## src/design/fqu_pkg.sv

```systemverilog
// Shared types and codes for the unique-key queue.
`default_nettype none
package fqu_pkg;

	localparam int KEY_W   = 31;
	localparam int VALUE_W = 32;
	localparam int POS_W   = 7;

	localparam logic [1:0] MODE_INSERT = 2'd0;
	localparam logic [1:0] MODE_REMOVE = 2'd1;
	localparam logic [1:0] MODE_READ   = 2'd2;

	localparam logic [1:0] STAT_OK    = 2'd0;
	localparam logic [1:0] STAT_RANGE = 2'd1;
	localparam logic [1:0] STAT_DUP   = 2'd2;
	localparam logic [1:0] STAT_FULL  = 2'd3;

	typedef struct packed {
		logic [1:0]                mode;
		logic [KEY_W-1:0]          item_key;
		logic signed [VALUE_W-1:0] item_value;
		logic [POS_W-1:0]          position;
	} fqu_cmd_t;

	typedef struct packed {
		logic [1:0]                status;
		logic [KEY_W-1:0]          out_key;
		logic signed [VALUE_W-1:0] out_value;
		logic [POS_W-1:0]          entry_count;
	} fqu_rsp_t;

endpackage
`default_nettype wire

```

## src/design/fqu_ram.sv

```systemverilog
// Generic single-write, single-read RAM with registered read data.
`default_nettype none
module fqu_ram #(
	parameter int WIDTH = 32,
	parameter int DEPTH = 64
) (
	input  wire logic                     clk,
	input  wire logic                     wr_en,
	input  wire logic [$clog2(DEPTH)-1:0] wr_addr,
	input  wire logic [WIDTH-1:0]         wr_data,
	input  wire logic                     rd_en,
	input  wire logic [$clog2(DEPTH)-1:0] rd_addr,
	output logic      [WIDTH-1:0]         rd_data
);

	logic [WIDTH-1:0] mem_q [DEPTH];

	always_ff @(posedge clk) begin
		if (wr_en) begin
			mem_q[wr_addr] <= wr_data;
		end
		if (rd_en) begin
			rd_data <= mem_q[rd_addr];
		end
	end

endmodule
`default_nettype wire

```

## src/design/fifo_queue_unique_keys.sv

```systemverilog
// Top level: ring-buffer queue of key/value pairs with a sequential duplicate-key search.
// Commands enter on start when busy is low and each produces exactly one result, shown on
// rsp for the single cycle in which done is high; the receiver cannot stall it, so capture
// it then. Insert reads the stored keys one per cycle through the key RAM's read port and
// compares each against the new key, so its time from start to done grows with occupancy.
// Remove and read go on to a fetch state; a full insert, an empty remove, an out-of-range
// read or an unused mode ends in the execute state. busy is high from the accepting edge
// until the cycle of done. Storage needs no clearing after reset.
`default_nettype none
module fifo_queue_unique_keys
	import fqu_pkg::*;
#(
	parameter int QUEUE_DEPTH = 64
) (
	input  wire logic     clk,
	input  wire logic     arst_n,
	input  wire logic     start,
	input  wire fqu_cmd_t cmd,
	output logic          busy,
	output logic          done,
	output fqu_rsp_t      rsp
);

	localparam int AW = $clog2(QUEUE_DEPTH);
	localparam int CW = $clog2(QUEUE_DEPTH + 1);
	localparam int PW = (CW > POS_W) ? CW : POS_W;
	localparam logic [AW:0] DEPTH_W = (AW + 1)'(QUEUE_DEPTH);
	localparam logic [CW-1:0] DEPTH_C = CW'(QUEUE_DEPTH);

	typedef enum logic [1:0] {
		ST_IDLE,
		ST_EXEC,
		ST_SCAN,
		ST_FETCH
	} state_t;

	state_t           state_q;
	fqu_cmd_t         cmd_q;
	logic [AW-1:0]    head_q;
	logic [CW-1:0]    occ_q;
	logic [CW-1:0]    idx_q;
	logic             cmp_vld_s1;
	fqu_rsp_t         rsp_q;
	logic             done_q;

	logic [AW-1:0]    offset;
	logic [AW:0]      slot_sum;
	logic [AW-1:0]    slot;
	logic [PW-1:0]    pos_w;
	logic [PW-1:0]    occ_w;
	logic [PW-1:0]    pos_m1;
	logic             pos_ok;
	logic             rd_en;
	logic             wr_en;
	logic [KEY_W-1:0] key_rd;
	logic [VALUE_W-1:0] val_rd;
	logic             key_hit;

	assign pos_w  = PW'(cmd_q.position);
	assign occ_w  = PW'(occ_q);
	assign pos_m1 = pos_w - PW'(1);
	assign pos_ok = (pos_w != '0) && (pos_w <= occ_w);

	// Offset from the head for whichever access this state needs.
	always_comb begin
		offset = '0;
		unique case (state_q)
			ST_EXEC: begin
				if (cmd_q.mode == MODE_READ) begin
					offset = pos_m1[AW-1:0];
				end
			end
			ST_SCAN:  offset = idx_q[AW-1:0];
			ST_FETCH: offset = AW'(1);
			default:  offset = '0;
		endcase
	end

	// Offsets stay below the depth, so one compare and subtract wraps the ring.
	always_comb begin
		slot_sum = {1'b0, head_q} + {1'b0, offset};
		if (slot_sum >= DEPTH_W) begin
			slot_sum = slot_sum - DEPTH_W;
		end
		slot = slot_sum[AW-1:0];
	end

	assign rd_en   = (state_q == ST_EXEC) || ((state_q == ST_SCAN) && (idx_q != occ_q));
	assign key_hit = cmp_vld_s1 && (key_rd == cmd_q.item_key);
	assign wr_en   = (state_q == ST_SCAN) && !key_hit && (idx_q == occ_q);

	fqu_ram #(
		.WIDTH(KEY_W),
		.DEPTH(QUEUE_DEPTH)
	) u_key_ram (
		.clk     (clk),
		.wr_en   (wr_en),
		.wr_addr (slot),
		.wr_data (cmd_q.item_key),
		.rd_en   (rd_en),
		.rd_addr (slot),
		.rd_data (key_rd)
	);

	fqu_ram #(
		.WIDTH(VALUE_W),
		.DEPTH(QUEUE_DEPTH)
	) u_value_ram (
		.clk     (clk),
		.wr_en   (wr_en),
		.wr_addr (slot),
		.wr_data (cmd_q.item_value),
		.rd_en   (rd_en),
		.rd_addr (slot),
		.rd_data (val_rd)
	);

	always_ff @(posedge clk or negedge arst_n) begin
		if (!arst_n) begin
			state_q    <= ST_IDLE;
			head_q     <= '0;
			occ_q      <= '0;
			idx_q      <= '0;
			cmp_vld_s1 <= 1'b0;
			done_q     <= 1'b0;
			cmd_q      <= '0;
			rsp_q      <= '0;
		end else begin
			done_q <= 1'b0;
			unique case (state_q)
				ST_IDLE: begin
					if (start) begin
						cmd_q   <= cmd;
						state_q <= ST_EXEC;
					end
				end
				ST_EXEC: begin
					rsp_q             <= '0;
					rsp_q.status      <= STAT_RANGE;
					rsp_q.entry_count <= POS_W'(occ_q);
					idx_q             <= '0;
					cmp_vld_s1        <= 1'b0;
					case (cmd_q.mode)
						MODE_INSERT: begin
							if (occ_q == DEPTH_C) begin
								rsp_q.status <= STAT_FULL;
								done_q       <= 1'b1;
								state_q      <= ST_IDLE;
							end else begin
								state_q <= ST_SCAN;
							end
						end
						MODE_REMOVE: begin
							if (occ_q != '0) begin
								state_q <= ST_FETCH;
							end else begin
								done_q  <= 1'b1;
								state_q <= ST_IDLE;
							end
						end
						MODE_READ: begin
							if (pos_ok) begin
								state_q <= ST_FETCH;
							end else begin
								done_q  <= 1'b1;
								state_q <= ST_IDLE;
							end
						end
						default: begin
							done_q  <= 1'b1;
							state_q <= ST_IDLE;
						end
					endcase
				end
				ST_SCAN: begin
					// Compare the key fetched last cycle while issuing the next read.
					if (key_hit) begin
						rsp_q.status <= STAT_DUP;
						done_q       <= 1'b1;
						state_q      <= ST_IDLE;
					end else if (idx_q == occ_q) begin
						occ_q             <= occ_q + CW'(1);
						rsp_q.status      <= STAT_OK;
						rsp_q.entry_count <= POS_W'(occ_q + CW'(1));
						done_q            <= 1'b1;
						state_q           <= ST_IDLE;
					end else begin
						idx_q      <= idx_q + CW'(1);
						cmp_vld_s1 <= 1'b1;
					end
				end
				ST_FETCH: begin
					rsp_q.status    <= STAT_OK;
					rsp_q.out_key   <= key_rd;
					rsp_q.out_value <= val_rd;
					if (cmd_q.mode == MODE_REMOVE) begin
						head_q            <= slot;
						occ_q             <= occ_q - CW'(1);
						rsp_q.entry_count <= POS_W'(occ_q - CW'(1));
					end
					done_q  <= 1'b1;
					state_q <= ST_IDLE;
				end
				default: state_q <= ST_IDLE;
			endcase
		end
	end

	assign busy = (state_q != ST_IDLE);
	assign done = done_q;
	assign rsp  = rsp_q;

endmodule
`default_nettype wire

```

## config.mk

```make
export PLATFORM = sky130hd
export DESIGN_NAME = fifo_queue_unique_keys
export DESIGN_NICKNAME = d
export VERILOG_FILES = /design/src/design/fqu_pkg.sv /design/src/design/fqu_ram.sv /design/src/design/fifo_queue_unique_keys.sv
export SDC_FILE = /design/constraint.sdc
export NUM_CORES = 2
export LEC_CHECK = 0
export BUFFER_PORTS_ARGS = -buffer_cell sky130_fd_sc_hd__clkbuf_2
export CAP_MARGIN = 20
export CORE_UTILIZATION = 40
export DETAILED_ROUTE_END_ITERATION = 8
export REMOVE_ABC_BUFFERS = 1
export SYNTH_ARGS = -nofsm -noshare
export SYNTH_HDL_FRONTEND = slang
export SYNTH_SLANG_ARGS = --single-unit
```

## constraint.sdc

```tcl
create_clock -name clk -period 9.3 [get_ports clk]
set_input_delay 1.86 -clock clk [delete_from_list [all_inputs] [get_ports clk]]
set_output_delay 1.86 -clock clk [all_outputs]
set_load 0.1 [all_outputs]
```

Word level (Yosys, flattened, before mapping)
Memory sizes are Yosys's and may differ from the RTL's. A register that Yosys moved wholly into a read port is not among the register bits.
Cells that the tools add are included.
- RAM bits: 4032
- input bits: 75
- register bits: 168
- memories: 2
- output and inout bits: 74
- memories (name ; words ; width ; read ports ; clocked after memory_dff ; wr ports ; line ; text):
    u_value_ram.mem_q ; 64 ; 32 ; 1 ; 1 ; 1 ; fqu_ram.sv:16 ; logic [WIDTH-1:0] mem_q [DEPTH];
    u_key_ram.mem_q ; 64 ; 31 ; 1 ; 1 ; 1 ; fqu_ram.sv:16 ;
- add/sub/neg operators: 6
- equal/unequal tests: 15
- $lt $le $gt $ge: 2
- mux-type cells: 36
- reductions and logical operators: 23
- operators by type and width (operator ; number):
    $pmux W63 S2 ; 1
    $mux W7 ; 5
    $eq A31 B31 Y1 ; 1
    $pmux W7 S2 ; 2
    $pmux W7 S3 ; 1
    $mux W2 ; 9
    $pmux W6 S3 ; 1
    $add A7 B1 Y7 const B ; 2
    $reduce_bool A7 Y1 ; 2
    $mux W6 ; 2
    $pmux W2 S3 ; 2
    $sub A6 B1 Y6 const B ; 2
    $mux W1 ; 9
    $ne A2 B2 Y1 const B ; 4
    $pmux W2 S4 ; 1
    $reduce_and A2 Y1 ; 4
    $reduce_and A4 Y1 ; 2
    $reduce_bool A2 Y1 ; 4
    $add A6 B6 Y7 ; 1
    $eq A7 B7 Y1 ; 1
    $eq A7 B7 Y1 const B ; 1
    $ge A7 B7 Y1 const B ; 1
    $le A7 B7 Y1 ; 1
    $ne A7 B7 Y1 ; 1
    other kinds (13) ; 22

Longest topological paths before layout
- depth in word-level cells: 7
- depth in mapped cells: 20

Modules after synthesis
Synthesis repeated with hierarchy kept, for this count alone.
- cell total of the unflattened synthesis: 7375
- area, all modules: 163277.8 µm²
- by module, submodules not included (module ; cells each ; instances ; area each (µm²)):
    fqu_ram (u_value_ram) ; 3324 ; 1 ; 78835.6
    fqu_ram (u_key_ram) ; 3418 ; 1 ; 76616.0
    fifo_queue_unique_keys ; 633 ; 1 ; 7826.3

Least setup slack after synthesis
OpenSTA, ideal clock, no wires.
- path kind: flip-flop to flip-flop
- from: register state_q[0]
- to: memory u_key_ram.mem_q[12][0] in the netlist's numbering (enable)
- stages on the path, launching flop included: 15
- library setup time: 0.484 ns
- slack: 2.196 ns
- data arrival time: 6.620 ns
- data required time: 8.816 ns
- path buffers: 6
- path through: dfrtp_1 -> clkbuf_1 -> inv_1 -> clkbuf_1 -> clkbuf_1 -> nand2_1 -> o21a_1 -> ha_1 -> xor2_2 -> buf_2 -> nor2_1 -> clkbuf_1 -> clkbuf_1 -> nand2_1 -> nor2_1
- word-level cells in the longest chain between the ends: 5
- elaborated cells on any way between the ends: 12
- those cells by class: add/sub (2); order compare (1); eq/ne (3); mux (4); reduce/logical (2)
- RTL lines (item ; line ; text):
    from (decl) ; fifo_queue_unique_keys.sv:37 ; state_t state_q;
    from (signal assigned) ; fifo_queue_unique_keys.sv:120 ; state_q <= ST_IDLE;
    from (signal assigned) ; fifo_queue_unique_keys.sv:134 ; state_q <= ST_EXEC;
    from (signal assigned) ; fifo_queue_unique_keys.sv:148 ; state_q <= ST_IDLE;
    $eq A2 B2 Y1 (tied with other cells) ; fifo_queue_unique_keys.sv:67 ; unique case (state_q)
    $pmux W6 S3 / $logic_and A1 B1 Y1 (equally long branches) ; fifo_queue_unique_keys.sv:67, fifo_queue_unique_keys.sv:90 ;
    $add A6 B6 Y7 / $logic_and A1 B1 Y1 (equally long branches) ; fifo_queue_unique_keys.sv:81, fifo_queue_unique_keys.sv:90 ;
    $sub A6 B1 Y6 (tied with other cells) ; fifo_queue_unique_keys.sv:83 ; slot_sum = slot_sum - DEPTH_W;
    $mux W6 / $mux W1 (equally long branches) ; fifo_queue_unique_keys.sv:82, fqu_ram.sv:20 ;
    to (decl) ; fqu_ram.sv:16 ;
Several ways; a longest one is shown, not always the timed one.

Worst setup path after layout
- from: register state_q[0]
- to: memory u_key_ram.mem_q[58][0] in the netlist's numbering (enable)
Same word-level chain as after synthesis.

==> summary.md <==
| Metric | Value |
|---|---|
| Hold path startpoint | u_value_ram.rd_data[1] |
| Largest net degree at the start of global routing | 138 |
| Share of post-route cells with drive strength above 1 | 0.178 |
| Final min period | 7.61 ns |
| Tot GR Track Use | 0.270 |
| Comb pwr share | 0.421 |
| Fin. Hold Viols | 0 |
| Pint | 43.0 mW |
| RR Endpoint | u_key_ram.mem_q[58][0] |
| Hold Path End | rsp[8] |
| HPWL Detailed | 304000 um |
| Status | finished clean |
| Clock group share of total power | 0.233 |
| Commonest register cell after synthesis | edfxtp_1 |
| Critical path arrival | 8.20 ns |
| Synth top area cells | edfxtp_1 (74%), mux4_2 (5.7%), dfrtp_1 (2.5%) |
| Pin slew with the least headroom to its limit | 1.33 ns |
| Reg2reg setup slack | 1.69 ns |
| Critical Path Max Stage Delay | 0.92 ns |
| Worst Path Buf+Inv | 5 |
| Cell mode on critical path | buf_4 |
| Max-Cap Viols | 0 |
| Pre-CTS WS | 2.07 ns |
| Routed wire length | 578000 um |
| Vias | 101000 |
| Reg2Reg Depth | 14 |
| Relative slew slack | 0.114 |
| Crit-path slowest cell | dfrtp_1 |
| Max VDD drop | 0.000455 V |
| Worst min path class | flop to flop |
| NumNets Final | 9920 |
| Most Crowded Layer GR | met2 |
| Post-Syn Area | 0.166 sq mm |
| Post-cts repair resize count | 0 |
| Critical path startpoint category | flop |
| Reg clk slew, reported paths | 0.06 ns |
| Sw frac | 0.414 |
| Remaining Overflow, GRT | 0 |
| Yosys reg bits | 4263 |
| Clk_lat worst skew | 1.02 ns |
| Via/cell ratio | 6.43 |
| Count leader, synth | edfxtp_1 |
| Worst flop-to-flop path startpoint | state_q[0] |
| TritonCTS buffer count | 430 |
| PortBufs | 148 |
| CP Max Fanout | 32 |
| Die width | 646 um |
| Fin. max-slew vios | 0 |
| Top Family by Delay on Critical Path | buffers and inverters |
| Met1 usage | 0.373 |
| Mean Syn Cell Area | 17.3 sq um |
| Worst-case clock skew | 0.0958 ns |
| P_sw | 30.4 mW |
| Post-CTS Setup Repair Bufs | 0 |
| Area Growth Syn to Fin | 13.7% |
| Maximum clock rate | 0.131 GHz |
| Cell taking the most area after synthesis | edfxtp_1 |
| Tcrit/Tclk final | 0.818 |
| Top cell type's share of synthesized area | 0.742 |
| P_leak | 60.0 nW |
| Initial Util | 0.403 |
| First-pass GRT wire length | 787000 um |
| Vias in the first global route | 95400 |
| CTS Hold Bufs | 0 |
| Post-synth top cells | edfxtp_1 (4095), nand2_1 (1002), a21oi_1 (517) |
| Final cell count without fillers | 15600 |
| Clock Tree Root | clkbuf_16 |
| Clk buf depth | 4 |
| Die height | 646 um |
| Drt pass-1 iters | 7 |
| Final ANT Viol Nets | 0 |
| I/O pin total | 149 |
| CP required | 9.89 ns |
| Gate Count Post-Synth | 9572 |
| H-tree Lvls | 5 |
| Placer Congestion | 0.842 |
| Post-synth EDFFs | 4095 |
| Die area | 0.417 sq mm |
| Setup CP Type | flop to flop |
| Synthesis Warnings | 0 |
| Hold path depth | 1 |
| RSZ-0062 raised after global routing | no |
| End-of-flow core utilization | 0.458 |
| Critical-path cell list | buf_4 -> nand4bb_1 -> nor2_1 -> o21a_1 -> ha_1 -> a21oi_1 -> buf_4 -> o21ai_2 -> xor2_4 -> buf_4 -> nand2_2 -> buf_4 -> nor2_4 -> buf_4 |
| Post-DP Area | 0.174 sq mm |
| First DRT Iteration DRCs | 17000 |
| Cell total after placement | 14800 |
| CTS tree | yes |
| Clock sinks | 4263 |
| Seq pwr share | 0.346 |
| Initial antenna violation count | 29 |
| Final worst slack | 1.69 ns |
| Remaining routing DRC violations | 0 |
| Worst Setup End Kind | flop |
| Asr flop ratio synth | 0.0394 |
| Share of the yosys chip area belonging to registers | 0.768 |
| Final setup TNS | 0 ns |
| Drt wl/cell | 36.9 um |
| M3 GR Usage | 0.0591 |
| Met2 global-route usage | 0.415 |
| Yosys cell types | 79 |
| Row count | 235 |
| Critical path depth | 14 |
| Final Cell Area | 0.188 sq mm |
| Core area | 0.411 sq mm |
| Setup-failing EPs final | 0 |
| PD cells | 390 mW/mm^2 |
==> power groups by stage <==
stage | Clock [mW] | Combinational [mW] | Sequential, mW
6_report | 17.1 | 30.9 | 25.4
5_1_grt | 17.9 | 32.0 | 25.5
4_1_cts | 17.2 | 30.2 | 25.5
3_5_place_dp | 0 | 30.1 | 25.9
3_3_place_gp | 0 | 29.7 | 25.9
2_1_floorplan | 0 | 13.5 | 27.6
==> worst max-delay path by stage <==
stage | start | to | slack, ns
after floorplan | state_q[0] | u_key_ram.mem_q[17][0] | -43.12
after global placement | state_q[1] | u_value_ram.mem_q[58][12] | 2.15
after detailed placement | state_q[1] | u_value_ram.mem_q[58][12] | 2.07
after CTS | state_q[0] | u_value_ram.mem_q[58][31] | 1.99
after global routing | state_q[0] | u_key_ram.mem_q[58][0] | 1.66
final | state_q[0] | u_key_ram.mem_q[58][0] | 1.69
==> final cells by class <==
cell class / count / area [sq um]
antenna: 8 / 20.0
fill: 34800 / 223000
inverter: 23 / 106
tap: 5451 / 6820
sequential: 4263 / 127000
clock inverter: 269 / 2650
timing repair buffer: 510 / 4180
multi-input combinational: 4598 / 36200
clock buffer: 524 / 11200
==> kinds of logic after synthesis <==
group | synth area share
flip-flops | 0.768
AO/OA/AOI/OAI | 0.0798
AND/OR/NAND/NOR | 0.0441
multiplexers | 0.0847
buffers and inverters | 0.0188
XOR/XNOR | 0.00364
adder cells (fa/ha/maj) | 0.00148
==> cells in the final DEF, fill, tap and decap left out, types with 90 or more instances in the layout <==
cell,instances
a21oi_1,517
a221oi_1,161
a22oi_1,99
a311oi_1,90
a31oi_1,180
and3_1,137
buf_4,308
clkbuf_1,90
clkbuf_16,431
clkbuf_2,147
clkinv_1,113
dfrtp_1,128
edfxtp_1,4095
mux2_2,125
mux2i_1,316
mux4_2,420
nand2_1,994
nand3_1,243
nor2_1,110
o21ai_0,291
o22ai_1,101
==> per-stage QoR <==
step           hold WS [ns]  power [mW]
2_1_floorplan         0.443        41.1
3_3_place_gp          0.450        55.6
3_5_place_dp          0.453        56.0
4_1_cts               0.459        73.0
5_1_grt               0.483        75.4
6_report              0.458        73.4
==> registers in the layout (all words and copies together) (netlist names) <==
| name | count |
|---|---|
| state_q | 2 |
| pos_w | 7 |
| done | 1 |
| rsp | 72 |
| idx_q | 7 |
| u_value_ram.rd_data | 32 |
| u_key_ram.rd_data | 31 |
| head_q | 6 |
| cmd_q | 65 |
| occ_q | 7 |
| cmp_vld_s1 | 1 |
| u_key_ram.mem_q | 1984 |
| u_value_ram.mem_q | 2048 |
==> per-layer routing <==
layer / part of all wire / wire length [um]
met4: 0.050 / 28700
met5: 0.000092 / 53
met3: 0.13 / 73700
met1: 0.37 / 216000
met2: 0.45 / 260000
No activity file was read; power rests on OpenSTA's default activity.
